--- config.mk ---
export PLATFORM = sky130hd
export DESIGN_NAME = rc_link_frame_parser_flat
export DESIGN_NICKNAME = d
export VERILOG_FILES = /design/src/rtl/rclfp_pkg.sv /design/src/rtl/rclfp_req_if.sv /design/src/rtl/rclfp_rsp_if.sv /design/src/rtl/rc_link_frame_parser.sv /design/src/rtl/rclfp_ram.sv /design/src/rtl/rclfp_rx.sv /design/src/rtl/rclfp_decoder.sv /design/src/flat_wrapper.sv
export VERILOG_INCLUDE_DIRS = /design/src /design/src/rtl
export SDC_FILE = /design/constraint.sdc
export NUM_CORES = 1
export LEC_CHECK = 0
export BUFFER_PORTS_ARGS = -buffer_cell sky130_fd_sc_hd__buf_2
export CORE_ASPECT_RATIO = 0.8
export CORE_UTILIZATION = 55
export DETAILED_ROUTE_END_ITERATION = 12
export HOLD_SLACK_MARGIN = 0.12
export PLACE_DENSITY = 0.71
export SKIP_CTS_REPAIR_TIMING = 1
export SYNTH_ARGS = -nofsm -noshare
export SYNTH_HDL_FRONTEND = slang
export SYNTH_HIERARCHICAL = 1
export SYNTH_SLANG_ARGS = --single-unit
--- constraint.sdc ---
create_clock -name clock -period 5.3 [get_ports clock]
set_input_delay 0.795 -clock clock [delete_from_list [all_inputs] [get_ports clock]]
set_output_delay 0.795 -clock clock [all_outputs]
set_load 0.05 [all_outputs]
--- src/rtl/rc_link_frame_parser_assert.svh ---
// ----------------------------------------------------------------------------
// rc_link_frame_parser_assert.svh
// Assertion macros used by the frame parser decoder.
// ----------------------------------------------------------------------------
`ifndef RC_LINK_FRAME_PARSER_ASSERT_SVH
`define RC_LINK_FRAME_PARSER_ASSERT_SVH
`ifndef NO_ASSERTIONS
// clocked check, off while reset is high
`define RCLFP_ASSERT(label, clk, rst, prop, msg) \
   label: assert property (@(posedge clk) disable iff (rst) prop) else $error(msg);
// clocked check that also holds through reset
`define RCLFP_ASSERT_ALWAYS(label, clk, prop, msg) \
   label: assert property (@(posedge clk) prop) else $error(msg);
`else
`define RCLFP_ASSERT(label, clk, rst, prop, msg)
`define RCLFP_ASSERT_ALWAYS(label, clk, prop, msg)
`endif
`endif

--- src/rtl/rclfp_pkg.sv ---
// ----------------------------------------------------------------------------
// rclfp_pkg
// Constants, types and the CRC-8 step shared by the frame parser.
// ----------------------------------------------------------------------------
package rclfp_pkg;

   // frame format
   localparam logic [7:0] ADDR_RESET     = 8'hC8;
   localparam logic [7:0] TYPE_CHANNELS  = 8'h16;
   localparam logic [7:0] TYPE_LINKSTATS = 8'h14;
   localparam logic [7:0] LEN_MIN        = 8'd2;
   localparam logic [7:0] LEN_MAX        = 8'd62;
   localparam logic [7:0] CRC_POLY       = 8'hD5;

   // decoding
   localparam logic [5:0]  CHAN_MIN_LEN  = 6'd24;
   localparam logic [5:0]  STATS_MAX     = 6'd10;
   localparam logic [5:0]  STATS_SKIP    = 6'd2;
   localparam logic [3:0]  LAST_CHANNEL  = 4'd15;
   localparam logic [4:0]  CHAN_BITS     = 5'd11;
   localparam logic [4:0]  BYTE_BITS     = 5'd8;
   localparam logic [10:0] CHAN_MASK     = 11'h7FF;

   // result kinds
   localparam logic KIND_CHANNEL = 1'b0;
   localparam logic KIND_STAT    = 1'b1;

   // handoff from receiver to decoder on a good frame
   typedef struct packed {
      logic       go;
      logic [5:0] length;
   } start_type;

   // one byte of CRC-8, MSB first
   function automatic logic [7:0] crc8_update(input logic [7:0] crc, input logic [7:0] b);
      logic [7:0] c;
      c = crc ^ b;
      for (int k = 0; k < 8; k++) begin
         if (c[7]) begin
            c = (c << 1) ^ CRC_POLY;
         end else begin
            c = c << 1;
         end
      end
      return c;
   endfunction

endpackage

--- src/rtl/rclfp_req_if.sv ---
// ----------------------------------------------------------------------------
// rclfp_req_if
// Received byte channel: valid, ready and one byte per item.
// ----------------------------------------------------------------------------
interface rclfp_req_if;
   logic       valid;
   logic       ready;
   logic [7:0] rx_byte;

   modport source (output valid, output rx_byte, input ready);
   modport sink   (input valid, input rx_byte, output ready);
endinterface

--- src/rtl/rclfp_rsp_if.sv ---
// ----------------------------------------------------------------------------
// rclfp_rsp_if
// Result channel: valid, ready and one decoded value per item.
// ----------------------------------------------------------------------------
interface rclfp_rsp_if;
   logic        valid;
   logic        ready;
   logic        result_kind;
   logic [3:0]  item_index;
   logic [10:0] item_value;
   logic        last_of_frame;

   modport source (output valid, output result_kind, output item_index,
                   output item_value, output last_of_frame, input ready);
   modport sink   (input valid, input result_kind, input item_index,
                   input item_value, input last_of_frame, output ready);
endinterface

--- src/rtl/rc_link_frame_parser.sv ---
// ----------------------------------------------------------------------------
// rc_link_frame_parser
// Remote-control link frame receiver with CRC-8 check and channel unpacking.
// ----------------------------------------------------------------------------
//  channel   direction  payload                                       handshake
//  req_chan  in         rx_byte[7:0]                                  valid/ready
//  rsp_chan  out        result_kind, item_index[3:0], item_value[10:0],
//                       last_of_frame                                 valid/ready
//  csr_*     in         frame_address[7:0] write                      write enable
//
//  A received byte is taken while the decoder is idle; the byte that closes
//  a good frame starts the decoder, and req_chan.ready stays low until its
//  run is done. The run is bound by the one read port of the frame store.
//  Result stalls hold the decoder in place; the output register keeps one item.
//  Reset (synchronous) returns to address hunt with frame_address = 0xC8;
//  the frame store is not cleared, every read byte is written by the frame.
// ----------------------------------------------------------------------------
module rc_link_frame_parser #(
   parameter int FRAME_BYTES = 64
) (
   input  logic        clock,
   input  logic        reset,
   input  logic        csr_write_enable,
   input  logic [7:0]  csr_write_data,
   rclfp_req_if.sink   req_chan,
   rclfp_rsp_if.source rsp_chan
);

   localparam int AW = $clog2(FRAME_BYTES);

   logic [7:0]           frame_address_ff;
   logic                 accept;
   logic                 dec_idle;
   rclfp_pkg::start_type start;
   logic                 wr_en;
   logic [AW-1:0]        wr_addr;
   logic [7:0]           wr_data;
   logic                 rd_en;
   logic [AW-1:0]        rd_addr;
   logic [7:0]           rd_data;

   // address register
   always_ff @(posedge clock) begin
      if (reset) begin
         frame_address_ff <= rclfp_pkg::ADDR_RESET;
      end else if (csr_write_enable) begin
         frame_address_ff <= csr_write_data;
      end
   end

   // bytes are held off while the store is being read back
   assign req_chan.ready = dec_idle;
   assign accept         = req_chan.valid && dec_idle;

   rclfp_rx #(
      .FRAME_BYTES (FRAME_BYTES)
   ) u_rx (
      .clock         (clock),
      .reset         (reset),
      .accept        (accept),
      .rx_byte       (req_chan.rx_byte),
      .frame_address (frame_address_ff),
      .wr_en         (wr_en),
      .wr_addr       (wr_addr),
      .wr_data       (wr_data),
      .start         (start)
   );

   rclfp_ram #(
      .WIDTH (8),
      .DEPTH (FRAME_BYTES)
   ) u_store (
      .clock   (clock),
      .wr_en   (wr_en),
      .wr_addr (wr_addr),
      .wr_data (wr_data),
      .rd_en   (rd_en),
      .rd_addr (rd_addr),
      .rd_data (rd_data)
   );

   rclfp_decoder #(
      .FRAME_BYTES (FRAME_BYTES)
   ) u_decoder (
      .clock   (clock),
      .reset   (reset),
      .start   (start),
      .idle    (dec_idle),
      .rd_en   (rd_en),
      .rd_addr (rd_addr),
      .rd_data (rd_data),
      .rsp     (rsp_chan)
   );

endmodule

--- src/rtl/rclfp_ram.sv ---
// ----------------------------------------------------------------------------
// rclfp_ram
// Generic single write, single read RAM with registered read data.
// ----------------------------------------------------------------------------
module rclfp_ram #(
   parameter int WIDTH = 8,
   parameter int DEPTH = 64
) (
   input  logic                     clock,
   input  logic                     wr_en,
   input  logic [$clog2(DEPTH)-1:0] wr_addr,
   input  logic [WIDTH-1:0]         wr_data,
   input  logic                     rd_en,
   input  logic [$clog2(DEPTH)-1:0] rd_addr,
   output logic [WIDTH-1:0]         rd_data
);

   logic [WIDTH-1:0] mem [DEPTH];
   logic [WIDTH-1:0] rd_data_ff;

   // write port and registered read port
   always_ff @(posedge clock) begin
      if (wr_en) begin
         mem[wr_addr] <= wr_data;
      end
      if (rd_en) begin
         rd_data_ff <= mem[rd_addr];
      end
   end

   assign rd_data = rd_data_ff;

endmodule

--- src/rtl/rclfp_rx.sv ---
// ----------------------------------------------------------------------------
// rclfp_rx
// Byte receiver: address hunt, length check, body store and CRC-8.
// ----------------------------------------------------------------------------
module rclfp_rx #(
   parameter int FRAME_BYTES = 64
) (
   input  logic                           clock,
   input  logic                           reset,
   input  logic                           accept,
   input  logic [7:0]                     rx_byte,
   input  logic [7:0]                     frame_address,
   output logic                           wr_en,
   output logic [$clog2(FRAME_BYTES)-1:0] wr_addr,
   output logic [7:0]                     wr_data,
   output rclfp_pkg::start_type           start
);

   localparam int AW = $clog2(FRAME_BYTES);

   typedef enum logic [2:0] {
      PH_HUNT = 3'b001,
      PH_LEN  = 3'b010,
      PH_BODY = 3'b100
   } phase_type;

   phase_type  phase_ff, phase_in;
   logic [5:0] length_ff, length_in;
   logic [5:0] taken_ff, taken_in;
   logic [7:0] crc_ff, crc_in;

   logic       final_byte;
   logic       in_store;

   assign final_byte = ({1'b0, taken_ff} + 7'd1) >= {1'b0, length_ff};
   assign in_store   = {1'b0, taken_ff} < 7'(FRAME_BYTES);

   // next state per accepted byte
   always_comb begin
      phase_in     = phase_ff;
      length_in    = length_ff;
      taken_in     = taken_ff;
      crc_in       = crc_ff;
      wr_en        = 1'b0;
      start.go     = 1'b0;
      start.length = length_ff;
      if (accept) begin
         unique case (phase_ff)
            PH_LEN: begin
               if (rx_byte >= rclfp_pkg::LEN_MIN && rx_byte <= rclfp_pkg::LEN_MAX) begin
                  length_in = rx_byte[5:0];
                  taken_in  = '0;
                  crc_in    = '0;
                  phase_in  = PH_BODY;
               end else begin
                  phase_in = PH_HUNT;
               end
            end
            PH_BODY: begin
               if (final_byte) begin
                  // CRC byte: hand a good frame to the decoder
                  start.go = (rx_byte == crc_ff);
                  phase_in = PH_HUNT;
                  taken_in = '0;
               end else begin
                  wr_en    = in_store;
                  crc_in   = rclfp_pkg::crc8_update(crc_ff, rx_byte);
                  taken_in = taken_ff + 6'd1;
               end
            end
            default: begin
               phase_in = (rx_byte == frame_address) ? PH_LEN : PH_HUNT;
            end
         endcase
      end
   end

   assign wr_addr = taken_ff[AW-1:0];
   assign wr_data = rx_byte;

   always_ff @(posedge clock) begin
      if (reset) begin
         phase_ff  <= PH_HUNT;
         length_ff <= '0;
         taken_ff  <= '0;
         crc_ff    <= '0;
      end else begin
         phase_ff  <= phase_in;
         length_ff <= length_in;
         taken_ff  <= taken_in;
         crc_ff    <= crc_in;
      end
   end

endmodule

--- src/rtl/rclfp_decoder.sv ---
// ----------------------------------------------------------------------------
// rclfp_decoder
// Reads a stored frame back one byte at a time and emits its results.
// ----------------------------------------------------------------------------
`include "rc_link_frame_parser_assert.svh"

module rclfp_decoder #(
   parameter int FRAME_BYTES = 64
) (
   input  logic                           clock,
   input  logic                           reset,
   input  rclfp_pkg::start_type           start,
   output logic                           idle,
   output logic                           rd_en,
   output logic [$clog2(FRAME_BYTES)-1:0] rd_addr,
   input  logic [7:0]                     rd_data,
   rclfp_rsp_if.source                    rsp
);

   localparam int AW = $clog2(FRAME_BYTES);

   typedef enum logic [3:0] {
      DEC_IDLE  = 4'b0001,
      DEC_ISSUE = 4'b0010,
      DEC_DATA  = 4'b0100,
      DEC_EMIT  = 4'b1000
   } dec_state_type;

   typedef enum logic [2:0] {
      MODE_TYPE = 3'b001,
      MODE_CHAN = 3'b010,
      MODE_STAT = 3'b100
   } mode_type;

   dec_state_type state_ff, state_in;
   mode_type      mode_ff, mode_in;
   logic [5:0]    length_ff, length_in;
   logic [AW-1:0] ptr_ff, ptr_in;
   logic [17:0]   acc_ff, acc_in;
   logic [4:0]    nbits_ff, nbits_in;
   logic [3:0]    cnt_ff, cnt_in;
   logic [3:0]    last_idx_ff, last_idx_in;

   logic          out_valid_ff;
   logic          out_kind_ff;
   logic [3:0]    out_index_ff;
   logic [10:0]   out_value_ff;
   logic          out_last_ff;

   logic          slot_free;
   logic          emit_load;
   logic [5:0]    stat_avail;
   logic [5:0]    stat_cnt;
   logic [10:0]   emit_value;

   assign slot_free  = !out_valid_ff || rsp.ready;
   assign stat_avail = length_ff - rclfp_pkg::STATS_SKIP;
   assign stat_cnt   = (stat_avail > rclfp_pkg::STATS_MAX) ? rclfp_pkg::STATS_MAX : stat_avail;
   assign emit_value = (mode_ff == MODE_STAT) ? {3'b000, acc_ff[7:0]}
                                              : (acc_ff[10:0] & rclfp_pkg::CHAN_MASK);

   // read, unpack and emit sequencer
   always_comb begin
      state_in    = state_ff;
      mode_in     = mode_ff;
      length_in   = length_ff;
      ptr_in      = ptr_ff;
      acc_in      = acc_ff;
      nbits_in    = nbits_ff;
      cnt_in      = cnt_ff;
      last_idx_in = last_idx_ff;
      rd_en       = 1'b0;
      emit_load   = 1'b0;
      unique case (state_ff)
         DEC_IDLE: begin
            if (start.go) begin
               length_in = start.length;
               mode_in   = MODE_TYPE;
               ptr_in    = '0;
               state_in  = DEC_ISSUE;
            end
         end
         DEC_ISSUE: begin
            rd_en    = 1'b1;
            state_in = DEC_DATA;
         end
         DEC_DATA: begin
            unique case (mode_ff)
               MODE_CHAN: begin
                  // append the byte above the bits still pending
                  acc_in   = acc_ff | (18'(rd_data) << nbits_ff);
                  nbits_in = nbits_ff + rclfp_pkg::BYTE_BITS;
                  if ((nbits_ff + rclfp_pkg::BYTE_BITS) >= rclfp_pkg::CHAN_BITS) begin
                     state_in = DEC_EMIT;
                  end else begin
                     ptr_in   = ptr_ff + AW'(1);
                     state_in = DEC_ISSUE;
                  end
               end
               MODE_STAT: begin
                  acc_in   = 18'(rd_data);
                  state_in = DEC_EMIT;
               end
               default: begin
                  // type byte picks the run, if any
                  acc_in   = '0;
                  nbits_in = '0;
                  cnt_in   = '0;
                  ptr_in   = AW'(1);
                  if (rd_data == rclfp_pkg::TYPE_CHANNELS &&
                      length_ff >= rclfp_pkg::CHAN_MIN_LEN) begin
                     mode_in     = MODE_CHAN;
                     last_idx_in = rclfp_pkg::LAST_CHANNEL;
                     state_in    = DEC_ISSUE;
                  end else if (rd_data == rclfp_pkg::TYPE_LINKSTATS &&
                               length_ff > rclfp_pkg::STATS_SKIP) begin
                     mode_in     = MODE_STAT;
                     last_idx_in = 4'(stat_cnt - 6'd1);
                     state_in    = DEC_ISSUE;
                  end else begin
                     state_in = DEC_IDLE;
                  end
               end
            endcase
         end
         DEC_EMIT: begin
            if (slot_free) begin
               emit_load = 1'b1;
               acc_in    = acc_ff >> rclfp_pkg::CHAN_BITS;
               nbits_in  = nbits_ff - rclfp_pkg::CHAN_BITS;
               cnt_in    = cnt_ff + 4'd1;
               if (cnt_ff == last_idx_ff) begin
                  state_in = DEC_IDLE;
               end else begin
                  ptr_in   = ptr_ff + AW'(1);
                  state_in = DEC_ISSUE;
               end
            end
         end
         default: begin
            state_in = DEC_IDLE;
         end
      endcase
   end

   assign idle    = (state_ff == DEC_IDLE);
   assign rd_addr = ptr_ff;

   // control state
   always_ff @(posedge clock) begin
      if (reset) begin
         state_ff     <= DEC_IDLE;
         mode_ff      <= MODE_TYPE;
         out_valid_ff <= 1'b0;
      end else begin
         state_ff <= state_in;
         mode_ff  <= mode_in;
         if (emit_load) begin
            out_valid_ff <= 1'b1;
         end else if (rsp.ready) begin
            out_valid_ff <= 1'b0;
         end
      end
   end

   // datapath and output register
   always_ff @(posedge clock) begin
      length_ff   <= length_in;
      ptr_ff      <= ptr_in;
      acc_ff      <= acc_in;
      nbits_ff    <= nbits_in;
      cnt_ff      <= cnt_in;
      last_idx_ff <= last_idx_in;
      if (emit_load) begin
         out_kind_ff  <= (mode_ff == MODE_STAT) ? rclfp_pkg::KIND_STAT
                                                : rclfp_pkg::KIND_CHANNEL;
         out_index_ff <= cnt_ff;
         out_value_ff <= emit_value;
         out_last_ff  <= (cnt_ff == last_idx_ff);
      end
   end

   assign rsp.valid         = out_valid_ff;
   assign rsp.result_kind   = out_kind_ff;
   assign rsp.item_index    = out_index_ff;
   assign rsp.item_value    = out_value_ff;
   assign rsp.last_of_frame = out_last_ff;

   // checks
   `RCLFP_ASSERT(a_start_when_idle, clock, reset, start.go |-> state_ff == DEC_IDLE, "frame start while decoding")
   `RCLFP_ASSERT(a_last_ends_run, clock, reset, (emit_load && cnt_ff == last_idx_ff) |=> state_ff == DEC_IDLE, "run did not end on last item")
   `RCLFP_ASSERT(a_index_bound, clock, reset, emit_load |-> cnt_ff <= last_idx_ff, "item index beyond run")
   `RCLFP_ASSERT_ALWAYS(a_reset_idle, clock, reset |=> (state_ff == DEC_IDLE && !out_valid_ff), "decoder not idle after reset")

endmodule
--- src/flat_wrapper.sv ---
// flat-port wrapper written by rule: the top's interface ports become plain ports
module rc_link_frame_parser_flat 
#(
   parameter int FRAME_BYTES = 64
)
  (clock, reset, csr_write_enable, csr_write_data, req_chan_valid, req_chan_rx_byte, req_chan_ready, rsp_chan_valid, rsp_chan_result_kind, rsp_chan_item_index, rsp_chan_item_value, rsp_chan_last_of_frame, rsp_chan_ready);
  rclfp_req_if req_chan_i ();
  rclfp_rsp_if rsp_chan_i ();
  input  logic clock;
  input  logic reset;
  input  logic csr_write_enable;
  input  logic [7:0] csr_write_data;
  input wire logic [$bits(req_chan_i.valid)-1:0] req_chan_valid;
  input wire logic [$bits(req_chan_i.rx_byte)-1:0] req_chan_rx_byte;
  output wire logic [$bits(req_chan_i.ready)-1:0] req_chan_ready;
  output wire logic [$bits(rsp_chan_i.valid)-1:0] rsp_chan_valid;
  output wire logic [$bits(rsp_chan_i.result_kind)-1:0] rsp_chan_result_kind;
  output wire logic [$bits(rsp_chan_i.item_index)-1:0] rsp_chan_item_index;
  output wire logic [$bits(rsp_chan_i.item_value)-1:0] rsp_chan_item_value;
  output wire logic [$bits(rsp_chan_i.last_of_frame)-1:0] rsp_chan_last_of_frame;
  input wire logic [$bits(rsp_chan_i.ready)-1:0] rsp_chan_ready;
  assign req_chan_i.valid = req_chan_valid;
  assign req_chan_i.rx_byte = req_chan_rx_byte;
  assign req_chan_ready = req_chan_i.ready;
  assign rsp_chan_valid = rsp_chan_i.valid;
  assign rsp_chan_result_kind = rsp_chan_i.result_kind;
  assign rsp_chan_item_index = rsp_chan_i.item_index;
  assign rsp_chan_item_value = rsp_chan_i.item_value;
  assign rsp_chan_last_of_frame = rsp_chan_i.last_of_frame;
  assign rsp_chan_i.ready = rsp_chan_ready;
  rc_link_frame_parser #(.FRAME_BYTES(FRAME_BYTES)) u_core (.clock(clock), .reset(reset), .csr_write_enable(csr_write_enable), .csr_write_data(csr_write_data), .req_chan(req_chan_i), .rsp_chan(rsp_chan_i));
endmodule
# --- Yosys cells after proc, flatten, opt, wreduce, memory -nomap -nowiden ---
# Memory sizes are Yosys's and may differ from the RTL's. A register that Yosys moved wholly into a read port is not among the register bits.
# Index checks and enable logic that the tools add are counted.
classes:
  addsub: 8
  magnitude_cmp: 7
  n_eq_ne: 23
  n_shift: 1
  n_mux: 83
  bitwise_logic: 11
  reduce_logical: 25
op_table:
  columns: ["operator", "n"]
  rows:
  - ["two-way mux 8 bit", 31]
  - ["one-hot mux 18 bit (2 select lines)", 2]
  - ["NOT 5 bit", 8]
  - ["two-way mux 6 bit", 6]
  - ["two-way mux 4 bit", 7]
  - ["one-hot mux 6 bit (2 select lines)", 2]
  - ["one-hot mux 5 bit (2 select lines)", 2]
  - ["two-way mux 18 bit", 1]
  - ["two-way mux 3 bit", 6]
  - ["bitwise OR 18 bit", 1]
  - ["one-hot mux 6 bit (3 select lines)", 1]
  - ["left shift 8 x 5 -> 18 bit", 1]
  - ["equality test 8 x 5 -> 1 bit (second input constant)", 2]
  - ["equality test 8 bit", 2]
  - ["!= test 2 bit (second input constant)", 8]
  - ["one-hot mux 4 bit (2 select lines)", 2]
  - ["one-hot mux 4 bit (4 select lines)", 1]
  - ["one-hot mux 8 bit (2 select lines)", 1]
  - ["AND reduction 3 bit", 5]
  - ["two-way mux 1 bit", 14]
  - ["adder 6 x 1 -> 6 bit (second input constant)", 2]
  - ["one-hot mux 3 bit (2 select lines)", 2]
  - ["nonzero test 2 bit", 5]
  - [">= comparator 8 x 2 -> 1 bit (second input constant)", 1]
  - ["32 further kinds", 45]
totals:
  ff_bits: 99
  ram_bits: 512
  out_inout_bits: 19
  word_cells: 178
  mem_count: 1
memory_table:
  columns: ["name", "words", "word_bits", "read_ports", "rd_clocked_by_memory_dff", "wr", "line", "rtl"]
  rows:
  - ["u_core.u_store.mem", 64, 8, 1, 1, 1, "rclfp_ram.sv:18", "logic [WIDTH-1:0] mem [DEPTH];"]

# --- Depth between registers and ports, before layout ---
# Gate-level depths: netlist of the first run.
logic_depth:
  word_depth: 40
  depth_mapped: 12

# --- Cells and area by module ---
# Netlist of the first run, hierarchy kept.
by_module_without_submodules:
  columns: ["mod", "instances", "cells_each", "area_each_um2"]
  rows:
  - ["rclfp_ram", 1, 940, 20241.9]
  - ["rclfp_decoder", 1, 325, 3555.9]
  - ["rclfp_rx", 1, 176, 1590.3]
  - ["rc_link_frame_parser", 1, 27, 302.8]

# --- Least setup slack after synthesis of the first run ---
# OpenSTA, ideal clock, no wires.
synth_timing:
  path_type: "flip-flop to flip-flop"
  start: "reg u_core.u_decoder.state_ff[0]"
  end: "reg u_core.u_decoder.ptr_ff[0] (netlist: u_core/u_decoder/rd_addr[0]), enable pin"
  arrival_time_ns: 4.119
  t_required_ns: 4.895
  path_slack_ns: 0.777
  path_stages_with_launch: 13
  synth_period_minus_slack_ns: 4.523
  cell_sequence: "dfxtp_1 clkbuf_1 nor3b_1 nor2b_1 and2_1 nand4bb_1 nor3_1 nand3_1 nor3_1 nand3b_1 a21oi_1 a21oi_1 a2111oi_0"
synth_rtl:
  columns: ["element", "line", "rtl"]
  rows:
  - ["start: declaration", "rclfp_decoder.sv:35", "dec_state_type state_ff, state_in;"]
  - ["start signal: assignment", "rclfp_decoder.sv:156", "state_ff <= state_in;"]
  - ["end signal: assignment", "rclfp_decoder.sv:169", "ptr_ff <= ptr_in;"]
  - ["end: declaration", "rclfp_decoder.sv:38", "logic [AW-1:0] ptr_ff, ptr_in;"]

# --- Worst setup path after layout of the first run ---
layout_timing:
  start: "reg u_core.u_rx.taken_ff[1] (netlist: u_core/u_rx/wr_addr[1])"
  end: "mem u_core.u_store.mem[46][3], enable pin"
layout_via:
  elab_chain_len: 7
layout_rtl:
  columns: ["element", "line", "rtl"]
  rows:
  - ["start: declaration", "rclfp_rx.sv:29", "logic [5:0] taken_ff, taken_in;"]
  - ["start signal: assignment", "rclfp_rx.sv:90", "taken_ff <= taken_in;"]
  - ["adder 6 x 1 -> 7 bit", "rclfp_rx.sv:35", "assign final_byte = ({1'b0, taken_ff} + 7'd1) >= {1'b0, length_ff};"]
  - [">= comparator 7 x 6 -> 1 bit", "rclfp_rx.sv:35", null]
  - ["two-way mux 1 bit", "rclfp_rx.sv:60", "if (final_byte) begin"]
  - ["two-way mux 1 bit", "rclfp_rx.sv:48", "unique case (phase_ff)"]
  - ["two-way mux 1 bit", "rclfp_rx.sv:47", "if (accept) begin"]
  - ["named net u_core.wr_en", "rc_link_frame_parser.sv:35", "logic wr_en;"]
  - ["two-way mux 1 bit", "rclfp_ram.sv:23", "if (wr_en) begin"]
  - ["two-way mux 1 bit (not written as such)", "rclfp_ram.sv:24", "mem[wr_addr] <= wr_data;"]
  - ["end: declaration", "rclfp_ram.sv:18", null]
# The timed path passes the listed nets, and every way through them passes these cells.

==> run summary, run 1 <==
Die height = 195 µm
Largest net degree at the start of global routing = 100
Average size of a mapped cell = 17.5 µm²
Ys flop type = edfxtp_1
Post-synthesis cell count = 1468
Number of flops mapped to enable cells by yosys = 580
Mapped Nets = 1505
Share of layout cells above drive strength 1 = 0.201
Placed cells = 2062
Pwr/cell area = 342 nW/µm²
Core area = 45900 µm²
Buffers on Ports = 39
Diode count = 0
Final WL = 57.7 mm
Crit path kind = reg2reg
Worst EP arrival = 4.58 ns
Worst Clk Skew = 0.0320 ns
Delay-heaviest family, CP = simple AND/OR/NAND/NOR gates
TritonCTS buffer count = 56
CTS clock-pin slew for the worst setup and hold paths = 0.07 ns
Remaining antenna violation count after routing = 0
Number of library cell types mapped by synthesis = 79
Hold WS = 0.378 ns
DP HPWL = 35.3 mm
Max Fclk = 0.231 GHz
Worst path slowest cell = nor2_1
# IOs = 40
Area grow syn2layout = 10.4%
Status = finished, final reports clean
Asr flop ratio synth = 0
R2R Setup Slk = 0.97 ns
Final worst-path cycle share = 0.817
Detailed Routing Iterations Pass 1 = 5
Die area = 47600 µm²
Synth warnings = 6
Final net count = 1545
Wirelength per Cell = 26.6 µm
Initial core utilization = 0.560
Multi-input logic area = 6980 µm²
Final Wtd Congestion = 0.910
Clock Tree Buf Depth = 3
Max Transition Viols Final = 0
Final Util = 0.618
Crit end category = flop
Post-route insts no fill = 2167
Slew HR = 0.316
Critical path launch point type = flop
Crit-path max cell delay = 0.76 ns
CTS root buffer = clkbuf_16
Sink Count = 619
RSZ-0062 raised after global routing = false
Later-pin clock latency in the skew report = 0.63 ns
Worst-Margin Slew = 1.01 ns
TNS Setup = 0 ns
CTS H-tree depth = 2
DR vias = 14.0k
Vias in the first global route = 13.5k
Starting DRT DRC Count = 1665
Cell Rows = 70
Crit-path max FO = 18
GRT Util Overall = 0.248
Leakage = 9.28 nW
Register area share after synthesis = 0.708
# fillers = 3209
Final Critical Period = 4.33 ns
CTS tree = built
Worst EP required = 5.54 ns
Hold Vio Cnt, Final = 0
Post-DR vias/cell = 6.45
Die W = 244 µm
Endpoints failing setup = 0
Synthesized area = 25700 µm²
Crit path cell chain = ha_1 -> nand3_1 -> xnor2_1 -> ha_1 -> a21oi_1 -> o221ai_1 -> a211oi_2 -> buf_4 -> nor2b_1 -> nand3_1 -> nor2_1
HP Class = in2reg
Initial antenna violation count = 0
Max-Cap Viols = 0
Flops & latches, synth = 619
Remaining Overflow, GRT = 0
First-pass GRT wire length = 86.8 mm
FF/Latch Area = 18200 µm²
Residual DRC = 0
Peak supply drop = 0.288 mV
Worst path buffer plus inverter count = 1
==> layout make-up <==
type | instances | area share
inverter | 17 | 0.00225
tap | 612 | 0.0270
sequential | 619 | 0.642
multi-input combinational | 753 | 0.246
clock buffer | 65 | 0.0514
timing repair buffer | 61 | 0.0149
clock inverter | 40 | 0.0164
==> registers in the layout, summed over array words and instances, names as in the netlist, 5 cells and up <==
register and flops:
u_core/u_store/rd_data 8, u_core/u_decoder/length_ff 6, u_core/u_decoder/rsp.item_value 11, u_core/u_rx/wr_addr 6
u_core/u_decoder/acc_ff 18, u_core/u_rx/crc_ff 8, u_core/u_store/mem 512, u_core/u_rx/length_ff 6
u_core/frame_address_ff 8, u_core/u_decoder/rd_addr 6, u_core/u_decoder/nbits_ff 5
==> power breakdown <==
group / leakage [nW] / internal, W / total (W) / switching, W
Sequential: 5.44 / 0.00533 / 0.00533 / 0.00000279
Combinational: 2.90 / 0.0000367 / 0.000151 / 0.000115
Clock: 0.928 / 0.00242 / 0.00421 / 0.00178
Total: 9.28 / 0.00779 / 0.00969 / 0.00190
==> metal layers <==
metal  up-vias  routed length [µm]  GRT usage
met5         -                   0          0
met4         0                1250     0.0711
met1      7193               25500      0.386
li1       5953                   -          -
met3       104                5270     0.0507
met2       723               25600      0.358
==> final timing paths <==
| kind | startpoint | end | cells after the start |
|---|---|---|---|
| worst max-delay path | u_core/u_rx/wr_addr[1] | u_core/u_store/mem[46][3] | 11 |
| worst min register to register | u_core/u_decoder/acc_ff[7] | u_core/u_decoder/rsp.item_value[7] | 0 |
| worst min-delay path | csr_write_data[6] | u_core/frame_address_ff[6] | 2 |
| worst max register to register | u_core/u_rx/wr_addr[1] | u_core/u_store/mem[46][3] | 11 |
==> logic make-up (layout without fill, tap and decap cells) <==
logic type               count (synthesis)  in the layout  synth area share
multiplexers                           186            186             0.135
AND/OR/NAND/NOR                        338            338            0.0649
adder cells (fa/ha/maj)                 16             16           0.00779
flip-flops                             619            619             0.708
AO/OA/AOI/OAI                          163            163            0.0454
buffers and inverters                   96            183            0.0206
XOR/XNOR                                50             50            0.0176
==> cell usage in the layout, fill, tap and decap left out, types with 8 or more instances in the layout <==
cell type and instances:
a21oi_1 32, a221oi_1 12, a31oi_1 10, and2_1 10, buf_2 39, buf_4 17, bufinv_16 9, clkbuf_1 8
clkbuf_16 57, clkinv_1 11, clkinv_2 10, dfxtp_1 39, edfxtp_1 580, ha_1 16, inv_1 16, mux2_2 19
mux2i_1 40, mux4_2 126, nand2_1 49, nand2b_1 15, nand3_1 26, nor2_1 150, nor2b_1 23, nor3_1 17
o21ai_0 11, o221ai_1 9, o22ai_1 18, xnor2_1 34, xor2_1 15
==> metrics by stage <==
| step | cell area [µm²] | setup slack (ns) | total power (W) |
|---|---|---|---|
| floorplan | 25700 | 0.777 | 0.00552 |
| global placement | 26400 | 1.24 | 0.00559 |
| detailed placement | 26400 | 1.15 | 0.00559 |
| CTS | 28400 | 1.11 | 0.00976 |
| global route | 28400 | 0.766 | 0.00994 |
| finish | 28400 | 0.968 | 0.00969 |
==> synthesized netlist by cell type (17+ instances only) <==
cell type | n | area share
a21oi_1 | 32 | 0.0062
mux4_2 | 126 | 0.11
mux2_2 | 19 | 0.0083
o22ai_1 | 18 | 0.0044
mux2i_1 | 40 | 0.016
buf_4 | 21 | 0.0061
nor3_1 | 17 | 0.0033
xnor2_1 | 34 | 0.012
nor2b_1 | 23 | 0.0056
nand2_1 | 49 | 0.0072
nand3_1 | 26 | 0.0051
clkbuf_1 | 28 | 0.0041
nor2_1 | 150 | 0.022
dfxtp_1 | 39 | 0.030
edfxtp_1 | 580 | 0.68
No activity file was read; power rests on OpenSTA's default activity.
==> run 2: changes to the inputs <==
--- a/config.mk
+++ b/config.mk
@@ -11,7 +11,7 @@
 export CORE_UTILIZATION = 55
 export DETAILED_ROUTE_END_ITERATION = 12
 export HOLD_SLACK_MARGIN = 0.12
-export PLACE_DENSITY = 0.71
+export PLACE_DENSITY = 0.74
 export SKIP_CTS_REPAIR_TIMING = 1
 export SYNTH_ARGS = -nofsm -noshare
 export SYNTH_HDL_FRONTEND = slang
==> constraint.sdc (replaced) <==
create_clock -name clock -period 3.87 [get_ports clock]
set_input_delay 0.5805 -clock clock [delete_from_list [all_inputs] [get_ports clock]]
set_output_delay 0.5805 -clock clock [all_outputs]
set_load 0.05 [all_outputs]
==> run summary, run 2 (synthesis results as in run 1) <==
Detailed Routing Iterations Pass 1 = 5
Crit path to = u_core/u_store/mem[60][6]
Vias in the first global route = 13.6k
Met2 usage = 0.347
Leading cell type in the layout, fill and taps excluded = edfxtp_1
Max FFs per register = 512
R2R Setup Slk = 0.29 ns
RSZ-0062 raised after global routing = false
Worst EP required = 4.20 ns
Logic gate share of total power = 0.015
Final worst-path cycle share = 0.924
TritonCTS buffer count = 57
Later-pin clock latency in the skew report = 0.62 ns
Final WL = 55.4 mm
Leakage = 9.67 nW
Most flop-heavy register = u_core/u_store/mem
Remaining antenna violation count after routing = 0
Final net count = 1630
Critical path origin = u_core/u_decoder/state_ff[0]
R2r endpoint = u_core/u_store/mem[60][6]
Crit path kind = reg2reg
Die W = 244 µm
FF-to-FF path depth = 9
Internal power = 0.0105 W
Remaining Overflow, GRT = 0
Status = finished, final reports clean
Placed cell area = 27000 µm²
GRT Util Overall = 0.239
DP HPWL = 34.6 mm
Slew HR = 0.383
Grt met1 use = 0.365
Share of layout cells above drive strength 1 = 0.241
TNS Setup = 0 ns
Final instance area = 28900 µm²
Die height = 195 µm
Crit end category = flop
Worst reg2reg startpoint = u_core/u_decoder/state_ff[0]
CTS clock-pin slew for the worst setup and hold paths = 0.06 ns
Sink Count = 619
Worst-Margin Slew = 0.923 ns
Max Transition Viols Final = 0
Met3 Resource Use GR = 0.0521
Worst Clk Skew = 0.0294 ns
# IOs = 40
CTS root buffer = clkbuf_16
Critical path launch point type = flop
Hold Vio Cnt, Final = 0
# fillers = 3146
Pwr/cell area = 453 nW/µm²
Design Power = 0.0131 W
Diode count = 0
Setup WS pre-CTS = 0.236 ns
Largest net degree at the start of global routing = 69
DR vias = 14.0k
Initial core utilization = 0.560
Clock Tree Buf Depth = 3
Residual DRC = 0
Max Fclk = 0.280 GHz
Cell Rows = 70
Final Wtd Congestion = 0.906
Post-DR vias/cell = 6.23
Endpoints failing setup = 0
P_sw = 0.00255 W
Sw Share = 0.195
CTS H-tree depth = 2
Sequential share of power = 0.558
Worst EP arrival = 3.90 ns
Starting DRT DRC Count = 1587
Wirelength per Cell = 24.7 µm
Initial antenna violation count = 1
Area grow syn2layout = 12.5%
Core area = 45900 µm²
Gr busiest metal = met1
Crit-path max FO = 9
Hold WS = 0.170 ns
Peak supply drop = 0.458 mV
HP Class = in2reg
Clock Power Share = 0.427
Die area = 47600 µm²
CTS tree = built
Max-Cap Viols = 0
Final Critical Period = 3.58 ns
Most frequent cells in the layout = edfxtp_1, nor2_1, mux4_2
Post-route setup slack = 0.295 ns
First-pass GRT wire length = 84.6 mm
Buffers on Ports = 39
run 2: stage by stage:
| stage | cells | utilization |
|---|---|---|
| after detailed placement | 2146 | 0.589 |
| after floorplan | 1468 | - |
| after CTS | 2248 | 0.630 |
| after global routing | 2248 | 0.630 |
| final | 2248 | 0.630 |
| after global placement | 2146 | 0.589 |
run 2: critical path, stage by stage (launching register included):
cell,delay (ns)
dfxtp_1,0.49
nor3b_1,0.33
nor2b_2,0.25
and2_1,0.30
nand4bb_1,0.30
a211oi_2,0.26
nor2b_1,0.34
nand2_1,0.42
nor2_1,0.39
buf_4,0.22
run 2: area by class of cell:
type                       instances  area, µm²  area share
sequential                       619      18200       0.630
multi-input combinational        753       7000       0.242
clock buffer                      65       1480      0.0511
timing repair buffer             145       1030      0.0356
tap                              612        766      0.0265
clock inverter                    37        370      0.0128
inverter                          17       63.8     0.00221
run 2: how the worst min path moves through the flow:
| stage | startpoint | end | cells after the start |
|---|---|---|---|
| 2_1_floorplan | u_core/u_decoder/acc_ff[4] | u_core/u_decoder/rsp.item_value[4] | 0 |
| 3_3_place_gp | u_core/u_rx/length_ff[2] | u_core/u_decoder/length_ff[2] | 0 |
| 3_5_place_dp | u_core/u_rx/length_ff[2] | u_core/u_decoder/length_ff[2] | 0 |
| 4_1_cts | csr_write_data[7] | u_core/frame_address_ff[7] | 2 |
| 5_1_grt | csr_write_data[6] | u_core/frame_address_ff[6] | 2 |
| 6_report | csr_write_data[7] | u_core/frame_address_ff[7] | 2 |
run 2: per-layer routing:
layer,up-vias,wire (µm)
met5,-,12
li1,6118,-
met4,2,1390
met2,693,24800
met3,117,5300
met1,7083,23900
run 2: power by group through the flow:
stage               Clock (W)  Combinational [W]  Sequential, W
floorplan                   0           0.000116        0.00745
global placement            0           0.000192        0.00745
detailed placement          0           0.000196        0.00745
CTS                   0.00569           0.000197        0.00731
global route          0.00591           0.000211        0.00730
finish                0.00560           0.000194        0.00731
==> run 3: changes to the inputs <==
==> constraint.sdc (replaced) <==
create_clock -name clock -period 2.9 [get_ports clock]
set_input_delay 0.435 -clock clock [delete_from_list [all_inputs] [get_ports clock]]
set_output_delay 0.435 -clock clock [all_outputs]
set_load 0.05 [all_outputs]
==> run summary, run 3 (synthesis results as in run 1) <==
Status = complete, but fails checks
Violated checks = negative setup slack
Sequential share of power = 0.553
Hold Vio Cnt, Final = 0
Hold EP = u_core/frame_address_ff[0]
Worst EP required = 3.16 ns
TritonCTS buffer count = 56
Largest net degree at the start of global routing = 67
Wirelength per Cell = 25.7 µm
Remaining antenna violation count after routing = 0
Initial core utilization = 0.560
Die area = 47600 µm²
R2r endpoint = u_core/u_store/mem[44][3]
Core area = 45900 µm²
Sw Share = 0.192
Max-Cap Viols = 0
First-pass GRT wire length = 88.4 mm
Initial antenna violation count = 1
RSZ-0062 raised after global routing = true
Logic gate share of total power = 0.017
Leakage = 9.99 nW
Detailed Routing Iterations Pass 1 = 6
Delay-heaviest family, CP = simple AND/OR/NAND/NOR gates
Clock Tree Buf Depth = 3
FF-to-FF path depth = 11
Post-DR vias/cell = 6.36
R2R Setup Slk = -0.11 ns
Crit path cell chain = nand3_1 -> nor2_1 -> xor2_1 -> ha_1 -> inv_1 -> o221ai_2 -> a211oi_2 -> nor2b_4 -> buf_12 -> nand2_8 -> nor2_4
# IOs = 40
Worst-Margin Slew = 0.975 ns
Post-route insts no fill = 2286
Worst path slowest cell = dfxtp_2
Worst Clk Skew = 0.0395 ns
Sink Count = 619
Slew HR = 0.348
DP HPWL = 36.5 mm
CTS root buffer = clkbuf_16
Worst path buffer plus inverter count = 2
Share of layout cells above drive strength 1 = 0.293
Internal power = 0.0142 W
Max FFs per register = 512
Remaining Overflow, GRT = 0
Later-pin clock latency in the skew report = 0.63 ns
Leading cell type in the layout, fill and taps excluded = edfxtp_1
Buffers on Ports = 39
Worst EP arrival = 3.27 ns
Crit-path max FO = 8
Critical path launch point type = flop
Clock Power Share = 0.430
Starting DRT DRC Count = 1766
Area grow syn2layout = 16.2%
Hold Crit Start = csr_write_data[0]
Placed cell area = 27700 µm²
Max Transition Viols Final = 0
CTS clock-pin slew for the worst setup and hold paths = 0.06 ns
HP Class = in2reg
Placed cells = 2168
Final Wtd Congestion = 0.918
Endpoints failing setup = 210
Most frequent cells in the layout = edfxtp_1, mux4_2, buf_4
Worst reg2reg startpoint = u_core/u_rx/wr_addr[4]
Final WL = 58.7 mm
Final Util = 0.651
Most flop-heavy register = u_core/u_store/mem
Peak supply drop = 0.610 mV
CTS H-tree depth = 2
Max Fclk = 0.332 GHz
Crit-path max cell delay = 0.38 ns
Final instance area = 29900 µm²
Crit end category = flop
Final net count = 1668
GRT Util Overall = 0.250
DR vias = 14.5k
Final Critical Period = 3.01 ns
Post-route setup slack = -0.115 ns
Die height = 195 µm
Crit path kind = reg2reg
Pwr/cell area = 590 nW/µm²
Hold WS = 0.112 ns
Cell Rows = 70
Worst Hold Depth = 3
Final worst-path cycle share = 1.04
P_sw = 0.00338 W
Die W = 244 µm
Residual DRC = 0
CTS tree = built
Vias in the first global route = 14.2k
==> run 3: worst reg2reg max path, cell delays in order, from the launching register on <==
cell and delay, ns:
dfxtp_2 0.38, nand3_1 0.14, nor2_1 0.19, xor2_1 0.24, ha_1 0.30, inv_1 0.08, o221ai_2 0.13, a211oi_2 0.29
nor2b_4 0.27, buf_12 0.17, nand2_8 0.14, nor2_4 0.32
==> run 3: area by class of cell <==
cell class	count	area, µm²
Sequential cell	619	18200
Multi-Input combinational cell	753	7440
Inverter	17	63.8
Clock buffer	65	1440
Antenna cell	1	2.50
Tap cell	612	766
Clock inverter	35	430
Timing Repair Buffer	184	1510
Fill cell	3092	16000
==> run 3: metrics by stage <==
step	worst slack (ns)	setup TNS (ns)	total power, W
final	-0.115	-8.54	0.0176
after global routing	-0.169	-45.70	0.0181
after CTS	-0.0881	-3.85	0.0177
after detailed placement	-0.0439	-0.900	0.0102
after global placement	-0.00188	-0.0109	0.0102
after floorplan	-0.0348	-1.99	0.0101
==> run 3: metal layers <==
metal,wire length (µm),track usage
met2,26700,0.374
met4,1570,0.0766
met5,0,0
met1,25200,0.377
met3,5170,0.0454
==> run 3: worst max-delay path by stage <==
stage / startpoint / slack, ns / endpoint / depth (start not counted)
finish: u_core/u_rx/wr_addr[4] / -0.11 / u_core/u_store/mem[44][3] / 11
global route: u_core/u_rx/wr_addr[1] / -0.17 / u_core/u_store/mem[44][3] / 11
CTS: u_core/u_rx/wr_addr[1] / -0.09 / u_core/u_decoder/rd_addr[1] / 13
detailed placement: u_core/u_rx/wr_addr[1] / -0.04 / u_core/u_decoder/rd_addr[5] / 13
global placement: u_core/u_rx/wr_addr[0] / -0.002 / u_core/u_decoder/rd_addr[3] / 13
floorplan: u_core/u_decoder/state_ff[0] / -0.03 / u_core/u_store/mem[46][0] / 10
==> run 3: power by group through the flow <==
stage,Clock [W],Combinational [W],Sequential (W)
detailed placement,0,0.000283,0.00994
finish,0.00758,0.000291,0.00975
global route,0.00801,0.000314,0.00974
floorplan,0,0.000156,0.00994
CTS,0.00769,0.000282,0.00975
global placement,0,0.000275,0.00994
